<file path="config.mk">
export PLATFORM = sky130hd
export DESIGN_NAME = next_sunday_date
export DESIGN_NICKNAME = d
export VERILOG_FILES = /design/src/rtl/core/nsd_pkg.sv /design/src/rtl/core/next_sunday_date.sv
export SDC_FILE = /design/constraint.sdc
export NUM_CORES = 1
export LEC_CHECK = 0
export BUFFER_PORTS_ARGS = -buffer_cell sky130_fd_sc_hd__buf_2
export CAP_MARGIN = 20
export CORE_MARGIN = 1.5
export CORE_UTILIZATION = 55
export DETAILED_ROUTE_END_ITERATION = 8
export GPL_ROUTABILITY_DRIVEN = 0
export GPL_TIMING_DRIVEN = 0
export HOLD_SLACK_MARGIN = 0.12
export MAX_ROUTING_LAYER = met4
export PLACE_DENSITY = 0.85
export SLEW_MARGIN = 20
export SYNTH_ARGS = -nofsm -noshare
export SYNTH_HDL_FRONTEND = slang
export SYNTH_SLANG_ARGS = --single-unit
</file>
<file path="constraint.sdc">
create_clock -name clk -period 6.24 [get_ports clk]
set_input_delay 0.312 -clock clk [delete_from_list [all_inputs] [get_ports clk]]
set_output_delay 0.312 -clock clk [all_outputs]
set_load 0.1 [all_outputs]
</file>
<file path="src/rtl/core/nsd_pkg.sv">
package nsd_pkg;

  localparam int unsigned YEAR_W  = 14;
  localparam int unsigned MONTH_W = 4;
  localparam int unsigned DAY_W   = 5;
  localparam int unsigned WDAY_W  = 3;

  // Widths of the weekday sum and of the reciprocal product.
  localparam int unsigned SUM_W  = 15;
  localparam int unsigned PROD_W = 27;
  localparam int unsigned QUO_W  = 8;

  // y / 100 equals (y * 5243) >> 19 for every 14-bit year of interest.
  localparam logic [12:0] RECIP_100  = 13'd5243;
  localparam int unsigned RECIP_SHIFT = 19;
  localparam logic [6:0] HUNDRED     = 7'd100;

  localparam logic [YEAR_W-1:0]  YEAR_MIN  = 14'd2000;
  localparam logic [YEAR_W-1:0]  YEAR_MAX  = 14'd9999;
  localparam logic [MONTH_W-1:0] MONTH_FEB = 4'd2;
  localparam logic [MONTH_W-1:0] MONTH_MAR = 4'd3;
  localparam logic [MONTH_W-1:0] MONTH_DEC = 4'd12;
  localparam logic [MONTH_W-1:0] MONTH_JAN = 4'd1;
  localparam logic [DAY_W-1:0]   FEB_LEAP_LEN = 5'd29;
  localparam logic [WDAY_W-1:0]  WEEK_LEN = 3'd7;

  // Length of a month in a common year; codes that name no month give 0.
  function automatic logic [DAY_W-1:0] month_len(input logic [MONTH_W-1:0] m);
    logic [DAY_W-1:0] len;
    begin
      unique case (m)
        4'd1, 4'd3, 4'd5, 4'd7, 4'd8, 4'd10, 4'd12: len = 5'd31;
        4'd4, 4'd6, 4'd9, 4'd11:                     len = 5'd30;
        4'd2:                                        len = 5'd28;
        default:                                     len = 5'd0;
      endcase
      return len;
    end
  endfunction

  // Per-month weekday offset, with January and February counted in the
  // year before.
  function automatic logic [2:0] month_offset(input logic [MONTH_W-1:0] m);
    logic [2:0] off;
    begin
      unique case (m)
        4'd1:  off = 3'd0;
        4'd2:  off = 3'd3;
        4'd3:  off = 3'd2;
        4'd4:  off = 3'd5;
        4'd5:  off = 3'd0;
        4'd6:  off = 3'd3;
        4'd7:  off = 3'd5;
        4'd8:  off = 3'd1;
        4'd9:  off = 3'd4;
        4'd10: off = 3'd6;
        4'd11: off = 3'd2;
        4'd12: off = 3'd4;
        default: off = 3'd0;
      endcase
      return off;
    end
  endfunction

  // Remainder by 7, folding octal digits since 8 is 1 modulo 7.
  function automatic logic [WDAY_W-1:0] mod7(input logic [SUM_W-1:0] s);
    logic [5:0] a;
    logic [3:0] b;
    begin
      a = 6'(s[2:0]) + 6'(s[5:3]) + 6'(s[8:6]) + 6'(s[11:9]) + 6'(s[14:12]);
      b = 4'(a[2:0]) + 4'(a[5:3]);
      if (b >= 4'(WEEK_LEN)) begin
        b = b - 4'(WEEK_LEN);
      end
      return b[WDAY_W-1:0];
    end
  endfunction

endpackage

</file>
<file path="src/rtl/core/next_sunday_date.sv">
// Channel   Direction  Ports                                   Handshake
// request   in         in_year_in, in_month_in, in_day_in      start & !busy
// result    out        out_year_out, out_month_out,            out_valid strobe
//                      out_day_out, out_weekday_in,
//                      out_days_added, out_bad_date
//
// The block is a four-stage pipeline: a request accepted at one edge is
// registered in stages 1, 2 and 3 and then in the output stage, which
// shows its result with out_valid high for one cycle.
// A new request can be accepted at every edge, so busy is always low.
// The stage depth is set by the reciprocal multiply for the century split.
// Reset clears only the valid bits of the stages; data registers keep junk.
// The receiver cannot stall, so results leave the last stage unconditionally.
module next_sunday_date (
  input  logic                            clk,
  input  logic                            rst_n,
  input  logic                            start,
  output logic                            busy,
  input  logic [nsd_pkg::YEAR_W-1:0]      in_year_in,
  input  logic [nsd_pkg::MONTH_W-1:0]     in_month_in,
  input  logic [nsd_pkg::DAY_W-1:0]       in_day_in,
  output logic                            out_valid,
  output logic [nsd_pkg::YEAR_W-1:0]      out_year_out,
  output logic [nsd_pkg::MONTH_W-1:0]     out_month_out,
  output logic [nsd_pkg::DAY_W-1:0]       out_day_out,
  output logic [nsd_pkg::WDAY_W-1:0]      out_weekday_in,
  output logic [nsd_pkg::WDAY_W-1:0]      out_days_added,
  output logic                            out_bad_date
);

  // Stage 1: the year used for the weekday moves back by one for January
  // and February, and both that year and the real year are multiplied by
  // the reciprocal of 100.
  logic                             s1_v_r;
  logic [nsd_pkg::YEAR_W-1:0]       s1_y_r, s1_ym_r;
  logic [nsd_pkg::MONTH_W-1:0]      s1_m_r;
  logic [nsd_pkg::DAY_W-1:0]        s1_d_r;
  logic [nsd_pkg::PROD_W-1:0]       s1_pry_r, s1_prm_r;
  logic [nsd_pkg::YEAR_W-1:0]       s1_ym_nxt;

  // Stage 2: weekday sum, leap rule and date check.
  logic                             s2_v_r;
  logic [nsd_pkg::YEAR_W-1:0]       s2_y_r;
  logic [nsd_pkg::MONTH_W-1:0]      s2_m_r;
  logic [nsd_pkg::DAY_W-1:0]        s2_d_r, s2_len_r;
  logic [nsd_pkg::SUM_W-1:0]        s2_sum_r;
  logic                             s2_bad_r;
  logic [nsd_pkg::QUO_W-1:0]        qy, qym;
  logic [nsd_pkg::YEAR_W-1:0]       rem_y;
  logic                             is_leap;
  logic [nsd_pkg::DAY_W-1:0]        len_nxt;
  logic [nsd_pkg::SUM_W-1:0]        sum_nxt;
  logic                             bad_nxt;

  // Stage 3: weekday and distance to Sunday.
  logic                             s3_v_r;
  logic [nsd_pkg::YEAR_W-1:0]       s3_y_r;
  logic [nsd_pkg::MONTH_W-1:0]      s3_m_r;
  logic [nsd_pkg::DAY_W-1:0]        s3_d_r, s3_len_r;
  logic                             s3_bad_r;
  logic [nsd_pkg::WDAY_W-1:0]       s3_dow_r, s3_add_r;
  logic [nsd_pkg::WDAY_W-1:0]       dow_nxt, add_nxt;

  // Stage 4: carry of the day into the month and of the month into the year.
  logic                             out_valid_r;
  logic [nsd_pkg::YEAR_W-1:0]       out_year_r;
  logic [nsd_pkg::MONTH_W-1:0]      out_month_r;
  logic [nsd_pkg::DAY_W-1:0]        out_day_r;
  logic [nsd_pkg::WDAY_W-1:0]       out_wday_r, out_add_r;
  logic                             out_bad_r;
  logic [nsd_pkg::YEAR_W-1:0]       year_nxt;
  logic [nsd_pkg::MONTH_W-1:0]      month_nxt;
  logic [nsd_pkg::DAY_W-1:0]        day_nxt;
  logic [nsd_pkg::WDAY_W-1:0]       wday_nxt, addo_nxt;
  logic [nsd_pkg::DAY_W:0]          dsum;

  logic accept;

  // Every stage advances each cycle, so the pipe never pushes back.
  assign busy   = 1'b0;
  assign accept = start & ~busy;

  assign s1_ym_nxt = (in_month_in < nsd_pkg::MONTH_MAR) ?
                     in_year_in - nsd_pkg::YEAR_W'(1) : in_year_in;

  always_ff @(posedge clk) begin
    if (!rst_n) begin
      s1_v_r <= 1'b0;
    end else begin
      s1_v_r <= accept;
    end
    s1_y_r   <= in_year_in;
    s1_m_r   <= in_month_in;
    s1_d_r   <= in_day_in;
    s1_ym_r  <= s1_ym_nxt;
    s1_pry_r <= nsd_pkg::PROD_W'(in_year_in) * nsd_pkg::PROD_W'(nsd_pkg::RECIP_100);
    s1_prm_r <= nsd_pkg::PROD_W'(s1_ym_nxt) * nsd_pkg::PROD_W'(nsd_pkg::RECIP_100);
  end

  // Century quotients and the remainder of the real year by 100.
  assign qy    = s1_pry_r[nsd_pkg::RECIP_SHIFT +: nsd_pkg::QUO_W];
  assign qym   = s1_prm_r[nsd_pkg::RECIP_SHIFT +: nsd_pkg::QUO_W];
  assign rem_y = s1_y_r - nsd_pkg::YEAR_W'(qy) * nsd_pkg::YEAR_W'(nsd_pkg::HUNDRED);

  // Leap when divisible by 4 but not by 100, or divisible by 400.
  assign is_leap = ((s1_y_r[1:0] == 2'b00) && (rem_y != '0)) ||
                   ((rem_y == '0) && (qy[1:0] == 2'b00));

  always_comb begin
    len_nxt = nsd_pkg::month_len(s1_m_r);
    if ((s1_m_r == nsd_pkg::MONTH_FEB) && is_leap) begin
      len_nxt = nsd_pkg::FEB_LEAP_LEN;
    end
    bad_nxt = (s1_y_r < nsd_pkg::YEAR_MIN) || (s1_y_r > nsd_pkg::YEAR_MAX) ||
              (s1_m_r == '0) || (s1_m_r > nsd_pkg::MONTH_DEC) ||
              (s1_d_r == '0) || (s1_d_r > len_nxt);
    // Day count modulo 7 with Sunday as zero: shifted year, its quarter,
    // less its centuries, plus its quarter-centuries, month offset and day.
    sum_nxt = nsd_pkg::SUM_W'(s1_ym_r) + nsd_pkg::SUM_W'(s1_ym_r >> 2)
            - nsd_pkg::SUM_W'(qym) + nsd_pkg::SUM_W'(qym >> 2)
            + nsd_pkg::SUM_W'(nsd_pkg::month_offset(s1_m_r))
            + nsd_pkg::SUM_W'(s1_d_r);
  end

  always_ff @(posedge clk) begin
    if (!rst_n) begin
      s2_v_r <= 1'b0;
    end else begin
      s2_v_r <= s1_v_r;
    end
    s2_y_r   <= s1_y_r;
    s2_m_r   <= s1_m_r;
    s2_d_r   <= s1_d_r;
    s2_len_r <= len_nxt;
    s2_sum_r <= sum_nxt;
    s2_bad_r <= bad_nxt;
  end

  assign dow_nxt = nsd_pkg::mod7(s2_sum_r);
  assign add_nxt = (dow_nxt == '0) ? '0 : nsd_pkg::WEEK_LEN - dow_nxt;

  always_ff @(posedge clk) begin
    if (!rst_n) begin
      s3_v_r <= 1'b0;
    end else begin
      s3_v_r <= s2_v_r;
    end
    s3_y_r   <= s2_y_r;
    s3_m_r   <= s2_m_r;
    s3_d_r   <= s2_d_r;
    s3_len_r <= s2_len_r;
    s3_bad_r <= s2_bad_r;
    s3_dow_r <= dow_nxt;
    s3_add_r <= add_nxt;
  end

  // A bad date echoes the request with zero weekday and distance.
  // Otherwise the day moves forward and, past the month's end, wraps into
  // the next month; December wraps into January of the next year.
  always_comb begin
    dsum      = (nsd_pkg::DAY_W+1)'(s3_d_r) + (nsd_pkg::DAY_W+1)'(s3_add_r);
    year_nxt  = s3_y_r;
    month_nxt = s3_m_r;
    day_nxt   = s3_d_r;
    wday_nxt  = '0;
    addo_nxt  = '0;
    if (!s3_bad_r) begin
      wday_nxt = s3_dow_r;
      addo_nxt = s3_add_r;
      day_nxt  = dsum[nsd_pkg::DAY_W-1:0];
      if (dsum > (nsd_pkg::DAY_W+1)'(s3_len_r)) begin
        day_nxt = nsd_pkg::DAY_W'(dsum - (nsd_pkg::DAY_W+1)'(s3_len_r));
        if (s3_m_r == nsd_pkg::MONTH_DEC) begin
          month_nxt = nsd_pkg::MONTH_JAN;
          year_nxt  = s3_y_r + nsd_pkg::YEAR_W'(1);
        end else begin
          month_nxt = s3_m_r + nsd_pkg::MONTH_W'(1);
        end
      end
    end
  end

  always_ff @(posedge clk) begin
    if (!rst_n) begin
      out_valid_r <= 1'b0;
    end else begin
      out_valid_r <= s3_v_r;
    end
    out_year_r  <= year_nxt;
    out_month_r <= month_nxt;
    out_day_r   <= day_nxt;
    out_wday_r  <= wday_nxt;
    out_add_r   <= addo_nxt;
    out_bad_r   <= s3_bad_r;
  end

  assign out_valid      = out_valid_r;
  assign out_year_out   = out_year_r;
  assign out_month_out  = out_month_r;
  assign out_day_out    = out_day_r;
  assign out_weekday_in = out_wday_r;
  assign out_days_added = out_add_r;
  assign out_bad_date   = out_bad_r;

endmodule
</file>
==> results.json <==
{
  "status": "finished, violations left",
  "violations": "DRC, setup timing",
  "area_delta_synth_final_pct": 12.3,
  "crit_arrival_ns": 6.57,
  "utilization": 0.632,
  "setup_ws_ns": -0.0291,
  "die_h_um": 167,
  "syn_avg_cell_area_um2": 10.2,
  "cts_made_buffers": 17,
  "required_ns": 6.54,
  "hold_slack_ns": 0.137,
  "synth.distinct_cells": 68,
  "fmax_mhz": 160,
  "final-hold-violation-count": 0,
  "ios": 58,
  "cts_root_buf": "clkbuf_16",
  "synth_edf_count": 0,
  "netlist_area_um2": 14700,
  "synthArstFlopShare": 0,
  "synth_fa_ha_area_frac": 0.483,
  "worstHoldPathType": "in2reg",
  "grt_max_degree": 18,
  "via_count": 10390,
  "fin_skew_ns": 0.0100,
  "finalCritPeriodShare": 1.00,
  "synthXorXnorAreaFrac": 0.0461,
  "drt-total-wl_mm": 32.7,
  "synth-compound-area-share": 0.0721,
  "period_needed_ns": 6.27,
  "drtIter0Drc": 732,
  "grt_antenna_before_repair": 1,
  "synth_top_family_by_area": "adder cells",
  "syn_inst": 1448,
  "worst-path-buf-inv": 6,
  "drc": 11,
  "max_stage_delay_ns": 0.59,
  "layout.area.seq_um2": 3360,
  "synthMuxAreaShare": 0.00857,
  "crit_path_start_kind": "primary input",
  "grt_pass1_wl_mm": 50.5,
  "path_delay_family": "adder cells",
  "dp_hpwl_mm": 23.5,
  "finalSetupViolCount": 3,
  "maxCapViolCount": 0,
  "multiInputGateArea_um2": 10400,
  "io_buffers": 56,
  "ys_seq_elements": 168,
  "htree_levels": 4,
  "worstSkewPairLatency_ns": 0.42,
  "place_ws_ns": -1.35,
  "gr-total-overflow": 0,
  "coreArea_um2": 26200,
  "cp_max_fo": 7,
  "yosysWarnings": 0,
  "initial_core_util": 0.563,
  "end_kind": "flip-flop",
  "cts_tree": "yes",
  "cts_buffer_depth": 2,
  "die_area_um2": 27800,
  "critPathKind": "in2reg",
  "synthFlopType": "dfxtp_1",
  "clk_pin_slew_ns": 0.07,
  "drive_above_1_share": 0.101,
  "worst_path_max_delay_cell": "fa_1",
  "nFillCells": 1786,
  "yosys.area_share.simple": 0.0751,
  "fp.dieW_um": 167,
  "finalMaxSlewViolations": 0,
  "relSlewSlack": 0.344,
  "worstMarginPinSlew_ns": 0.977,
  "cts_sinks": 168,
  "wl_per_cell_um": 17.2,
  "post_drt_via_cell_ratio": 5.46,
  "path_common_cell": "fa_1",
  "syn-num-nets": 1946,
  "grt_pass1_vias": 10776,
  "rows": 59,
  "postRouteAntennaNets": 0,
  "seq_area_frac_synth": 0.228,
  "grt_usage": 0.233,
  "dr.pass1.iters": 7,
  "fin_nets": 2052
}
## layout by cell type (no fill, tap or decap), types with 5 or more instances in the layout
cell type / Yosys / final
nand2_1: 52 / 51
xnor2_4: 0 / 5
fa_1: 162 / 162
buf_2: 2 / 53
xnor2_2: 0 / 6
nor2_1: 54 / 54
xnor2_1: 58 / 47
o211ai_1: 5 / 5
and2_1: 8 / 8
nand3_1: 20 / 18
dfxtp_1: 168 / 168
nand2b_1: 5 / 5
buf_4: 1 / 20
a211oi_1: 6 / 5
inv_8: 0 / 6
a21oi_1: 51 / 48
nor3_1: 15 / 14
ha_1: 310 / 308
and3_1: 6 / 6
a21o_1: 16 / 16
a31oi_1: 8 / 8
clkinvlp_4: 0 / 7
clkbuf_16: 0 / 17
or3_1: 9 / 9
or4_1: 6 / 6
xor2_1: 17 / 17
nor2b_1: 16 / 16
dlygate4sd3_1: 0 / 12
clkbuf_1: 7 / 8
nand4_1: 10 / 10
o21ai_0: 35 / 32
inv_1: 329 / 325
mux2i_1: 7 / 7
## metal layers
layer | global-route usage | part of all wire | up-vias
li1 | - | - | 4890
met1 | 0.262 | 0.39 | 5015
met2 | 0.424 | 0.52 | 369
met3 | 0.0252 | 0.049 | 116
met4 | 0.0917 | 0.046 | 0
met5 | - | 0 | -
## cell families after synthesis
| logic type | Yosys count |
|---|---|
| other cells | 1 |
| compound gates | 161 |
| simple gates | 220 |
| flops | 168 |
| fa+ha+maj | 472 |
| buf+inv | 339 |
| xor+xnor | 76 |
| mux | 11 |
## Yosys cell counts, drive strengths merged (2+ instances only)
master,n,area [um2]
buf,3,17.5
fa,162,3240
ha,310,3880
a31o,3,26.3
nor3,16,85.1
a31oi,8,50.1
a211oi,6,45.0
inv,329,1230
o41ai,4,61.3
nand2,52,195
o21ba,2,20.0
o21a,4,30.0
nor2,54,203
a21boi,2,15.0
a21oi,53,273
and2,8,50.1
or3,9,56.3
xnor2,58,508
or4b,3,30.0
o21ai,35,175
o211ai,6,50.1
xor2,17,149
or4,6,45.0
clkbuf,7,26.3
mux2i,8,92.6
dfxtp,168,3360
nand3,20,100
nor3b,2,15.0
a311oi,4,35.0
nor2b,16,100
o21bai,5,41.3
or2,4,25.0
nor4,5,37.5
o2111ai,2,17.5
nand4,10,62.6
and3,6,37.5
a21o,16,120
nand2b,5,31.3
mux2,3,33.8
## what timing repair did
action,4_1_cts,5_1_grt
cloned,0,0
endpoints found under the setup margin,8,7
endpoints found under the hold margin,10,2
buffers inserted,6,13
hold buffers,10,2
resized for setup,24,23
pin swaps,6,7
## final cells by class
| class | count | area share |
|---|---|---|
| Buffer | 10 | 0.00265 |
| Timing Repair Buffer | 87 | 0.0340 |
| Multi-Input combinational cell | 941 | 0.626 |
| Inverter | 329 | 0.0752 |
| Sequential cell | 168 | 0.203 |
| Tap cell | 335 | 0.0253 |
| Clock buffer | 18 | 0.0259 |
| Clock inverter | 14 | 0.00794 |
| Antenna cell | 1 | 0.000151 |
## stage by stage
stage                     cells  instance area (um2)  setup TNS, ns
after floorplan            1448                14800              0
after global placement     1839                15500          -6.01
after detailed placement   1839                15500          -8.06
after CTS                  1887                16300              0
after global routing       1903                16600         -0.649
final                      1903                16600        -0.0565
## state kept, by name, summed over array words and instances (netlist names), 3 cells and up, named ones only
| register | flops |
|---|---|
| s3_y_r | 14 |
| s1_ym_r | 13 |
| s3_dow_r | 3 |
| s1_m_r | 4 |
| s2_len_r | 3 |
| out_year_out | 14 |
| s3_m_r | 4 |
| s3_add_r | 3 |
| s2_d_r | 5 |
| out_month_out | 4 |
| s2_sum_r | 15 |
| out_weekday_in | 3 |
| out_days_added | 3 |
| s1_prm_r | 9 |
| s2_m_r | 4 |
| out_day_out | 5 |
| s1_y_r | 13 |
| s1_pry_r | 9 |
| s3_d_r | 5 |
| s2_y_r | 14 |
| s3_len_r | 3 |
| s1_d_r | 5 |
## path summary, 6_finish.rpt
path / start / endpoint / slack [ns] / cells after the start
min: rst_n / s2_v_r$_SDFF_PN0_ / 0.14 / 2
max: in_year_in[4] / s1_prm_r[26]$_DFF_P_ / -0.03 / 25
min reg2reg: s2_y_r[9]$_DFF_P_ / s3_y_r[9]$_DFF_P_ / 0.32 / 0
max reg2reg: s1_pry_r[21]$_DFF_P_ / s2_bad_r$_DFF_P_ / 0.77 / 22
Power is left out: the tool's default activity adds up to more than one toggle a clock period on the data nets, which glitch-free logic cannot reach.
